==> src/hsfd_pkg.sv <==
// Shared types, constants and CRC function for the humidity sensor frame decoder.
`timescale 1ns / 1ps
`default_nettype none

package hsfd_pkg;

  // CRC-8: polynomial x^8 + x^5 + x^4 + 1, MSB first, no final XOR
  localparam logic [7:0] CRC_POLY = 8'h31;
  localparam logic [7:0] CRC_INIT = 8'hFF;

  // Byte slots within a measurement frame
  localparam logic [2:0] POS_T_MSB = 3'd0;
  localparam logic [2:0] POS_T_LSB = 3'd1;
  localparam logic [2:0] POS_T_CRC = 3'd2;
  localparam logic [2:0] POS_H_MSB = 3'd3;
  localparam logic [2:0] POS_H_LSB = 3'd4;
  localparam logic [2:0] POS_H_CRC = 3'd5;

  // Conversion constants (results in hundredths)
  localparam logic [14:0] TEMP_SCALE  = 15'd17500;
  localparam logic [14:0] TEMP_OFFSET = 15'd4500;
  localparam logic [13:0] HUM_SCALE   = 14'd10000;
  localparam logic [13:0] HUM_MAX     = 14'd10000;
  localparam logic [15:0] FULL_SCALE  = 16'hFFFF;
  localparam logic [15:0] HALF_SCALE  = 16'h7FFF;

  typedef enum logic [1:0] {
    STATUS_OK       = 2'd0,
    STATUS_TEMP_CRC = 2'd1,
    STATUS_HUM_CRC  = 2'd2
  } status_e;

  // Frame tracker view of the byte being processed
  typedef struct packed {
    logic        done;       // this byte closes a frame
    status_e     status;     // CRC verdict, meaningful with done
    logic [15:0] temp_word;  // raw temperature word held so far
    logic [15:0] hum_word;   // raw humidity word held so far
  } frame_info_t;

  function automatic logic [7:0] crc8_byte(input logic [7:0] crc, input logic [7:0] data);
    logic [7:0] c;
    c = crc ^ data;
    for (int i = 0; i < 8; i++) begin
      c = c[7] ? ({c[6:0], 1'b0} ^ CRC_POLY) : {c[6:0], 1'b0};
    end
    return c;
  endfunction

endpackage

`default_nettype wire

==> src/hsfd_frame.sv <==
// Frame position tracking, word assembly and bytewise CRC-8 check.
`timescale 1ns / 1ps
`default_nettype none

module hsfd_frame (
  input  wire logic               clk_i,
  input  wire logic               rst_ni,
  input  wire logic [7:0]         byte_i,
  input  wire logic               start_i,
  input  wire logic               advance_i,
  output hsfd_pkg::frame_info_t   info_o
);

  logic [2:0]  pos_q, pos_d, pos_eff;
  logic [7:0]  crc_q, crc_d, crc_base, crc_next;
  logic [15:0] temp_word_q, temp_word_d;
  logic [15:0] hum_word_q, hum_word_d;
  logic        temp_ok_q, temp_ok_d, temp_ok_base;
  logic        done;
  hsfd_pkg::status_e status;

  always_comb begin
    // start flag restarts the frame as if fresh out of reset
    pos_eff      = (start_i || (pos_q > hsfd_pkg::POS_H_CRC)) ? hsfd_pkg::POS_T_MSB : pos_q;
    crc_base     = start_i ? hsfd_pkg::CRC_INIT : crc_q;
    temp_ok_base = start_i ? 1'b0 : temp_ok_q;
    crc_next     = hsfd_pkg::crc8_byte(crc_base, byte_i);

    pos_d       = pos_eff + 3'd1;
    crc_d       = crc_base;
    temp_word_d = temp_word_q;
    hum_word_d  = hum_word_q;
    temp_ok_d   = temp_ok_base;
    done        = 1'b0;
    status      = hsfd_pkg::STATUS_OK;

    case (pos_eff)
      hsfd_pkg::POS_T_MSB: begin
        temp_word_d = {byte_i, temp_word_q[7:0]};
        crc_d       = crc_next;
      end
      hsfd_pkg::POS_T_LSB: begin
        temp_word_d = {temp_word_q[15:8], byte_i};
        crc_d       = crc_next;
      end
      hsfd_pkg::POS_T_CRC: begin
        temp_ok_d = (crc_base == byte_i);
        crc_d     = hsfd_pkg::CRC_INIT;
      end
      hsfd_pkg::POS_H_MSB: begin
        hum_word_d = {byte_i, hum_word_q[7:0]};
        crc_d      = crc_next;
      end
      hsfd_pkg::POS_H_LSB: begin
        hum_word_d = {hum_word_q[15:8], byte_i};
        crc_d      = crc_next;
      end
      default: begin
        // humidity CRC byte: close the frame
        done = 1'b1;
        if (!temp_ok_base) begin
          status = hsfd_pkg::STATUS_TEMP_CRC;
        end else if (crc_base != byte_i) begin
          status = hsfd_pkg::STATUS_HUM_CRC;
        end
        pos_d     = hsfd_pkg::POS_T_MSB;
        crc_d     = hsfd_pkg::CRC_INIT;
        temp_ok_d = 1'b0;
      end
    endcase
  end

  always_ff @(posedge clk_i or negedge rst_ni) begin
    if (!rst_ni) begin
      pos_q       <= hsfd_pkg::POS_T_MSB;
      crc_q       <= hsfd_pkg::CRC_INIT;
      temp_word_q <= '0;
      hum_word_q  <= '0;
      temp_ok_q   <= 1'b0;
    end else if (advance_i) begin
      pos_q       <= pos_d;
      crc_q       <= crc_d;
      temp_word_q <= temp_word_d;
      hum_word_q  <= hum_word_d;
      temp_ok_q   <= temp_ok_d;
    end
  end

  assign info_o.done      = done;
  assign info_o.status    = status;
  assign info_o.temp_word = temp_word_q;
  assign info_o.hum_word  = hum_word_q;

endmodule

`default_nettype wire

==> src/hsfd_convert.sv <==
// Raw word to centidegree / centipercent conversion, divide by 65535 via fold.
`timescale 1ns / 1ps
`default_nettype none

module hsfd_convert (
  input  wire logic [15:0]        temp_word_i,
  input  wire logic [15:0]        hum_word_i,
  output logic signed [14:0]      temp_centideg_o,
  output logic [13:0]             humidity_centipct_o
);

  logic [30:0] t_prod;
  logic [14:0] t_q0, t_quo;
  logic [16:0] t_rem;
  logic [29:0] h_prod;
  logic [13:0] h_q0, h_quo;
  logic [16:0] h_rem;

  // x / 65535 = q0 + carry, with q0 = x >> 16 and remainder lo + q0,
  // which stays below 2 * 65535 for these product ranges
  always_comb begin
    t_prod = 31'(temp_word_i) * 31'(hsfd_pkg::TEMP_SCALE) + 31'(hsfd_pkg::HALF_SCALE);
    t_q0   = t_prod[30:16];
    t_rem  = 17'(t_prod[15:0]) + 17'(t_q0);
    t_quo  = t_q0 + 15'(t_rem >= 17'(hsfd_pkg::FULL_SCALE));
    temp_centideg_o = signed'(t_quo - hsfd_pkg::TEMP_OFFSET);

    h_prod = 30'(hum_word_i) * 30'(hsfd_pkg::HUM_SCALE) + 30'(hsfd_pkg::HALF_SCALE);
    h_q0   = h_prod[29:16];
    h_rem  = 17'(h_prod[15:0]) + 17'(h_q0);
    h_quo  = h_q0 + 14'(h_rem >= 17'(hsfd_pkg::FULL_SCALE));
    humidity_centipct_o = (h_quo > hsfd_pkg::HUM_MAX) ? hsfd_pkg::HUM_MAX : h_quo;
  end

endmodule

`default_nettype wire

==> src/humidity_sensor_frame_decoder.sv <==
// Top level of the humidity sensor frame decoder: input and result registers.
`timescale 1ns / 1ps
`default_nettype none

// Usage
//   Input channel (in_valid_i / in_stall_o) carries one frame byte per request:
//   temperature MSB, LSB, CRC, humidity MSB, LSB, CRC. frame_start_i marks the
//   first byte and drops any partial frame; without it frames simply follow on.
//   Output channel (out_valid_o / out_stall_i) carries one request per frame,
//   produced by the sixth byte: temperature in 0.01 degC, humidity in 0.01 %RH
//   and a status (ok, temperature CRC error, humidity CRC error). On any CRC
//   error both values read zero; a temperature error wins over a humidity one.
// Timing
//   One byte accepted per cycle while the input is not stalled. A byte waits in
//   the input register, then CRC, word assembly and the 16x15 constant multiply
//   with the fold-by-65535 run in one stage into the result register: the result
//   is valid once the closing byte has passed the input and result registers.
// Stall
//   A held result only blocks the input when the byte in the input register
//   closes another frame; all other bytes keep flowing underneath it.
// Reset
//   rst_ni is asynchronous: both registers empty, frame position 0, CRC 0xFF.

module humidity_sensor_frame_decoder (
  input  wire logic               clk_i,
  input  wire logic               rst_ni,
  input  wire logic               in_valid_i,
  output logic                    in_stall_o,
  input  wire logic [7:0]         frame_byte_i,
  input  wire logic               frame_start_i,
  output logic                    out_valid_o,
  input  wire logic               out_stall_i,
  output logic signed [14:0]      temp_centideg_o,
  output logic [13:0]             humidity_centipct_o,
  output logic [1:0]              frame_status_o
);

  // input register
  logic       s1_valid_q, s1_valid_d;
  logic [7:0] s1_byte_q;
  logic       s1_start_q;

  // result register
  logic              out_valid_q, out_valid_d;
  logic signed [14:0] out_temp_q;
  logic [13:0]       out_hum_q;
  logic [1:0]        out_status_q;

  hsfd_pkg::frame_info_t info;
  logic               s1_adv, s1_fire, out_busy, in_accept;
  logic signed [14:0] conv_temp;
  logic [13:0]        conv_hum;

  hsfd_frame u_frame (
    .clk_i     (clk_i),
    .rst_ni    (rst_ni),
    .byte_i    (s1_byte_q),
    .start_i   (s1_start_q),
    .advance_i (s1_fire),
    .info_o    (info)
  );

  hsfd_convert u_convert (
    .temp_word_i         (info.temp_word),
    .hum_word_i          (info.hum_word),
    .temp_centideg_o     (conv_temp),
    .humidity_centipct_o (conv_hum)
  );

  // Only a frame-closing byte needs the result slot.
  assign out_busy   = out_valid_q && out_stall_i;
  assign s1_adv     = !(info.done && out_busy);
  assign s1_fire    = s1_valid_q && s1_adv;
  assign in_stall_o = s1_valid_q && !s1_adv;
  assign in_accept  = in_valid_i && !in_stall_o;

  always_comb begin
    s1_valid_d = s1_valid_q;
    if (!in_stall_o) begin
      s1_valid_d = in_valid_i;
    end
    out_valid_d = out_valid_q;
    if (s1_fire && info.done) begin
      out_valid_d = 1'b1;
    end else if (out_valid_q && !out_stall_i) begin
      out_valid_d = 1'b0;
    end
  end

  always_ff @(posedge clk_i or negedge rst_ni) begin
    if (!rst_ni) begin
      s1_valid_q  <= 1'b0;
      out_valid_q <= 1'b0;
    end else begin
      s1_valid_q  <= s1_valid_d;
      out_valid_q <= out_valid_d;
    end
  end

  always_ff @(posedge clk_i) begin
    if (in_accept) begin
      s1_byte_q  <= frame_byte_i;
      s1_start_q <= frame_start_i;
    end
  end

  // Values only reported for a clean frame
  always_ff @(posedge clk_i) begin
    if (s1_fire && info.done) begin
      out_status_q <= info.status;
      if (info.status == hsfd_pkg::STATUS_OK) begin
        out_temp_q <= conv_temp;
        out_hum_q  <= conv_hum;
      end else begin
        out_temp_q <= '0;
        out_hum_q  <= '0;
      end
    end
  end

  assign out_valid_o         = out_valid_q;
  assign temp_centideg_o     = out_temp_q;
  assign humidity_centipct_o = out_hum_q;
  assign frame_status_o      = out_status_q;

`ifndef ASSERT_OFF
  a_err_zero: assert property (@(posedge clk_i) disable iff (!rst_ni)
    out_valid_o && (frame_status_o != hsfd_pkg::STATUS_OK) |->
      (temp_centideg_o == '0) && (humidity_centipct_o == '0))
    else $error("CRC error result carries nonzero values");

  a_hum_range: assert property (@(posedge clk_i) disable iff (!rst_ni)
    out_valid_o |-> humidity_centipct_o <= hsfd_pkg::HUM_MAX)
    else $error("humidity above full scale");

  a_stall_cause: assert property (@(posedge clk_i) disable iff (!rst_ni)
    in_stall_o |-> s1_valid_q && info.done && out_valid_q && out_stall_i)
    else $error("input stalled without a blocked closing byte");

  a_close_lands: assert property (@(posedge clk_i) disable iff (!rst_ni)
    s1_fire && info.done |=> out_valid_q)
    else $error("closing byte produced no result");
`endif

endmodule

`default_nettype wire

==> config.mk <==
export PLATFORM = sky130hd
export DESIGN_NAME = humidity_sensor_frame_decoder
export DESIGN_NICKNAME = d
export VERILOG_FILES = /design/src/hsfd_pkg.sv /design/src/hsfd_frame.sv /design/src/hsfd_convert.sv /design/src/humidity_sensor_frame_decoder.sv
export SDC_FILE = /design/constraint.sdc
export NUM_CORES = 1
export LEC_CHECK = 0
export ABC_AREA = 0
export BUFFER_PORTS_ARGS = -buffer_cell sky130_fd_sc_hd__buf_2
export CAP_MARGIN = 20
export CORE_MARGIN = 10
export CORE_UTILIZATION = 65
export DETAILED_ROUTE_END_ITERATION = 12
export PLACE_DENSITY = 0.94
export SLEW_MARGIN = 20
export SYNTH_ARGS = -nofsm -noshare
export SYNTH_HDL_FRONTEND = slang
export SYNTH_SLANG_ARGS = --single-unit
==> constraint.sdc <==
create_clock -name clk_i -period 10.97 [get_ports clk_i]
set_input_delay 1.097 -clock clk_i [delete_from_list [all_inputs] [get_ports clk_i]]
set_output_delay 1.097 -clock clk_i [all_outputs]
set_load 0.02 [all_outputs]
Word-level counts from Yosys, hierarchy flattened. Cells that the tools add are included.

Logic and storage cells: 93. Bits in registers: 86. Output and inout port bits: 33. Input port bits: 13.

Multipliers: 2. Bitwise gates (word level): 14. Reduce and logical (&&, ||, !) cells: 21. Muxes and demuxes: 23. Eq/ne operators: 6. Add/sub/neg operators: 8. $lt $le $gt $ge: 4.

Operator list (count): $pmux W16 S2 (2); $mux W6 (8); $ge A17 B16 Y1 const B (2); $add A31 B15 Y31 const B (1); $add A30 B15 Y30 const B (1); $mul A16 B13 Y29 const B (1); $mul A16 B10 Y26 const B (1); $not A3 Y3 (8); $add A16 B14 Y17 (1); $add A16 B15 Y17 (1); $mux W8 (2); $add A15 B1 Y15 (1); $sub A15 B13 Y15 const B (1); $add A14 B1 Y14 (1); $gt A14 B14 Y1 const B (1); $mux W14 (1); $reduce_and A3 Y1 (4); $eq A8 B8 Y1 (1); $ne A8 B8 Y1 (1); $xor A8 B8 Y8 (1); $logic_and A1 B1 Y1 (7); $eq A3 B2 Y1 const B (2); $mux W2 (3); $mux W3 (2); other kinds (15) (24).

Longest topological paths before layout.
Word-level depth: 19. Depth in mapped cells: 44. Mapped depth without buffers: 42.

By module. Synthesis repeated with hierarchy kept, for this count alone.

Cell total of the unflattened synthesis: 1623. Area, all modules: 14108.5 µm².

By module, submodules not included: hsfd_convert (sequential area each 0.0 µm², cells each 1338, times used 1, area an instance 10209.8 µm²); hsfd_frame (sequential area each 1111.1 µm², cells each 200, times used 1, area an instance 2383.5 µm²); humidity_sensor_frame_decoder (sequential area each 1251.2 µm², cells each 85, times used 1, area an instance 1515.2 µm²).

Least setup slack after synthesis. No wires, ideal clock.

Path type: register -> register. Start point: register u_frame.hum_word_q[4]. End point: register out_hum_q[6], in the netlist humidity_centipct_o[6] (data pin). Period minus slack after synthesis: 9.165 ns. Data arrival time: 8.892 ns. Setup slack: 1.805 ns. Setup time: 0.273 ns. Buffers on the path: 2. Stages on the path, launching flop included: 42. Data required time: 10.697 ns. Path through: dfrtp_1 -> inv_1 -> fa_1 -> inv_1 -> ha_1 -> inv_1 -> fa_1 -> inv_1 -> ha_1 -> inv_1 -> fa_1 -> inv_1 -> ha_1 -> buf_2 -> a21o_1 -> and3_1 -> a211oi_4 -> xnor2_2 -> [... 6 more ...] -> a221oi_1 -> o221ai_1 -> nor2_1 -> o221ai_1 -> nand4b_1 -> nor4b_1 -> nand4bb_1 -> maj3_1 -> nor2_1 -> ha_1 -> nand3_1 -> nor3_1 -> o2111ai_2 -> and4_1 -> a21oi_2 -> o21a_1 -> buf_6 -> nor3_1.

Longest elaborated chain between the ends: 7.

RTL lines: start, declared (line hsfd_frame.sv:17) `logic [15:0] hum_word_q, hum_word_d;`; start signal, assigned (line hsfd_frame.sv:84) `hum_word_q <= hum_word_d;`; $mul A16 B10 Y26 * (line hsfd_convert.sv:28) `h_prod = 30'(hum_word_i) * 30'(hsfd_pkg::HUM_SCALE) + 30'(hsfd_pkg::HALF_SCALE);`; $add A30 B15 Y30 * (line hsfd_convert.sv:28); $add A16 B14 Y17 (line hsfd_convert.sv:30) `h_rem = 17'(h_prod[15:0]) + 17'(h_q0);`; $ge A17 B16 Y1 (line hsfd_convert.sv:31) `h_quo = h_q0 + 14'(h_rem >= 17'(hsfd_pkg::FULL_SCALE));`; $add A14 B1 Y14 * (line hsfd_convert.sv:31); $gt A14 B14 Y1 (line hsfd_convert.sv:32) `humidity_centipct_o = (h_quo > hsfd_pkg::HUM_MAX) ? hsfd_pkg::HUM_MAX : h_quo;`; $reduce_or A2 Y1 (no source line); end signal, assigned (line humidity_sensor_frame_decoder.sv:113) `out_hum_q <= conv_hum;`; end, declared (line humidity_sensor_frame_decoder.sv:46) `logic [13:0] out_hum_q;`.

Every way passes the cells marked *; elsewhere a longest branch is shown, timed or not. A chain may end at the register's enable or synchronous reset.

Final worst setup path.
Start point: register u_frame.hum_word_q[4]. End point: register out_hum_q[0], in the netlist humidity_centipct_o[0] (data pin).

The elaborated chain is that of the path after synthesis.

==> results <==
- The number of global-route vias before repair is 11700.
- The fmax is 97.2 MHz.
- The average wire per cell in the routed design is 17.9 µm.
- The library cell used most frequently in the layout, excluding fill and tap cells, is inv_1.
- The first-pass GRT wire length is 55800 µm.
- The unique cell type count in the Yosys netlist is 106.
- The die covers 27400 µm².
- In this run, post-CTS hold repair placed 0 buffers.
- After layout, the worst path uses 93.8% of the clock period.
- At the later pin of the worst-skew pair, clock insertion delay measures 0.37 ns.
- The iteration-0 DRC count of the detailed router is 940.
- For the worst setup path, the data arrival time is 10.39 ns.
- The floorplan die width is 165 µm.
- In the layout the commonest cells are 267 x inv_1, 209 x ha_1, 93 x nor2_1.
- In the final layout, flip-flops and latches occupy 2360 µm².
- The vias per cell is 6.17.
- The overall routing resource usage is 25.0%.
- The worst-case register-to-register setup slack is 0.68 ns.
- The post-route netlist has 10.9% of its cells at a drive strength greater than 1.
- The hold path depth is 2.
- In this run the number of H-tree levels came out at 3.
- The kind of path behind the tightest hold check is reg -> reg.
- The hold violation total from the final report is 0.
- In this run the tool buffered the top-level ports with 45 buffer cells.
- The clock skew after layout is 0.0213 ns.
- The clock-pin slew of the registers on the worst-case setup and hold paths is 0.09 ns.
- The count of yosys warnings during synthesis is 0.
- Setup repair after global routing left no endpoint under its margin.
- Wires add up to 33400 µm.
- STA classifies the critical path startpoint as a register.
- Setup violations remaining at the end of the flow were counted as 0.
- For this design the top-level I/O count stands at 46.
- The per-instance average area after synthesis is 8.87 µm².
- At the end of the flow, the number of nets in the layout was 1887.
- The cell count along the critical path is 39.
- Entering global routing, the biggest net connects 47 pins.
- Synthesis produced a netlist with a net count of 1852.
- The post-route antenna net violation count is 0.
- The cell with the most instances on the worst path is inv_1.
- Counting flops with an async set or reset pin after synthesis yields a share of 53.5%.
- The type of destination of the critical path is a register.
- The count of cells along the worst register-to-register path is 39.
- The initial antenna violation count was 1.
- In the synthesized netlist, the number of instances is 1550.
- Max-cap violations in this run came to 0.
- The tree built by TritonCTS fans out to 86 sinks.
- Counting flops and latches in the post-synthesis netlist gives 86.
- The synthesized design contains 40 enable-type register cells.
- Row generation in the floorplan step produced 53 rows.
- The core region is 20900 µm².
- The multi-input logic area is 10300 µm².
- The run finished with clean final reports.
- The delay of the slowest cell on the worst path is 0.54 ns.
- Among cell families on the critical path, the largest total delay comes from adder cells.
- The number of diodes added for antenna fixing is 0.
- Detailed routing inserted a total of 11500 vias.
- The class of the most critical setup path is reg -> reg.
- On the critical path, the stage with the largest delay is an instance of fa_1.
- The clock passes through at most 2 buffers.
- Buffers inserted during clock tree synthesis total 9.
- The mapped netlist covers 13800 µm².
- The number of fillers in the final layout is 1539.
- The iteration count of the initial detailed-routing pass is 6.
- The critical path required time is 11.07 ns.
- The count of unresolved DRC violations after routing is 0.
- From synthesis to final layout, the design area changed by 6.14%.
- The dominant register cell in the synthesized netlist is edfxtp_1.
- Routability-driven placement finished with a final weighted congestion of 0.952.
- The buffering stage count on the worst path with inverters included is 6.
- The transition time at the pin with the least slew margin is 0.950 ns.
- After layout, the minimum clock period comes to 10.29 ns.
- Hold timing on the final database bottoms out at a slack of 0.531 ns.
- The root buffer cell chosen for the clock tree is clkbuf_16.
- The worst slew margin relative to its limit is 36.6%.
- For the final routed database, the setup TNS stands at 0 ns.
- For this run the aggregate overflow at the end of global routing stands at 0.
- The number of pins with negative max-slew slack in the final report is 0.
- After synthesis, flip-flops and latches occupy 17.2% of the total area.
- In this run the vertical extent of the chip is 165 µm.
- Along the worst path, the maximum fanout reaches 9.
- The detailed placement HPWL is 27100 µm.
- The CTS tree is built.
- The initial core utilization is 65.8%.
==> Yosys cell counts, types with 9 or more instances <==
library cell,number,area [µm²]
a21oi_1,87,435
or3_1,11,68.8
nor3_1,35,175
a211oi_1,11,82.6
ha_1,209,2620
mux2_2,32,360
dfrtp_1,38,951
xor2_1,44,385
and3_1,11,68.8
o211ai_1,9,67.6
nor2b_1,12,75.1
clkbuf_1,17,63.8
nand2b_1,15,93.8
fa_1,80,1600
o21a_1,13,97.6
inv_1,267,1000
nand4_1,13,81.3
nand2_1,79,297
xnor2_1,77,674
o21ai_0,55,275
nor2_1,94,353
nand3_1,30,150
a21o_1,23,173
o31ai_1,12,90.1
a31oi_1,11,68.8
edfxtp_1,40,1200
and2_1,17,106
==> cell families after synthesis <==
group,after synthesis,share of synthesized area (%)
buffers and inverters,296,8.21
muxes,36,2.91
adders and majority gates,290,30.7
DFF,86,17.2
xor gates and xnor gates,129,8.65
and+or+nand+nor,388,15.6
AOI/OAI and AO/OA,325,16.7
==> registers in the layout, indices dropped and copies added (netlist names) <==
name,flops
u_frame.temp_ok_q,1
s1_valid_q,1
u_frame.crc_q,8
u_frame.pos_q,3
s1_byte_q,8
frame_status_o,2
s1_start_q,1
u_frame.hum_word_q,16
temp_centideg_o,15
out_valid_o,1
humidity_centipct_o,14
u_frame.temp_word_q,16
==> per-stage QoR <==
step | util (%) | instances | setup WS [ns] | area, µm²
final | 69.9 | 1865 | 0.681 | 14600
after global placement | 68.2 | 1846 | 0.965 | 14200
after CTS | 69.6 | 1862 | 0.432 | 14500
after floorplan | - | 1550 | 1.81 | 13800
after global routing | 69.9 | 1865 | 0.00688 | 14600
after detailed placement | 68.2 | 1846 | 0.606 | 14200
==> layout make-up <==
cell class                      count  share of cell area, %
Tap cell                          275                   2.36
Clock inverter                      7                  0.506
Clock buffer                        9                   1.54
Timing Repair Buffer               53                   1.97
Inverter                          267                   6.86
Multi-Input combinational cell   1168                   70.6
Sequential cell                    86                   16.2
==> metal layers <==
| metal | share of wire (%) | track usage (%) | vias to the layer above |
|---|---|---|---|
| met2 | 48 | 42.0 | 430 |
| met4 | 3.5 | 9.98 | 2 |
| met1 | 42 | 30.8 | 5487 |
| li1 | - | - | 5473 |
| met5 | 0.033 | 0.945 | - |
| met3 | 6.9 | 4.98 | 111 |
==> path summary, 6_finish.rpt <==
check,from,end
max in group asynchronous,rst_ni,u_frame.temp_word_q[10]
min in group asynchronous,rst_ni,u_frame.hum_word_q[15]
worst max register to register,u_frame.hum_word_q[4],humidity_centipct_o[0]
worst min register to register,out_valid_o,out_valid_o
worst max-delay path,u_frame.hum_word_q[4],humidity_centipct_o[0]
worst min-delay path,out_valid_o,out_valid_o
==> worst min-delay path, cell delays in order, from the launching register on <==
cell	delay, ns
dfrtp_1	0.35
nand2_1	0.07
o21ai_0	0.07
==> what timing repair did <==
item	in CTS	in global routing
hold endpoints to repair	0	0
buffers inserted	0	3
resized for setup	0	5
setup endpoints to repair	0	10
Power is not shown: default switching activity piles up to over one toggle a cycle in this logic, so the estimate is an artifact.
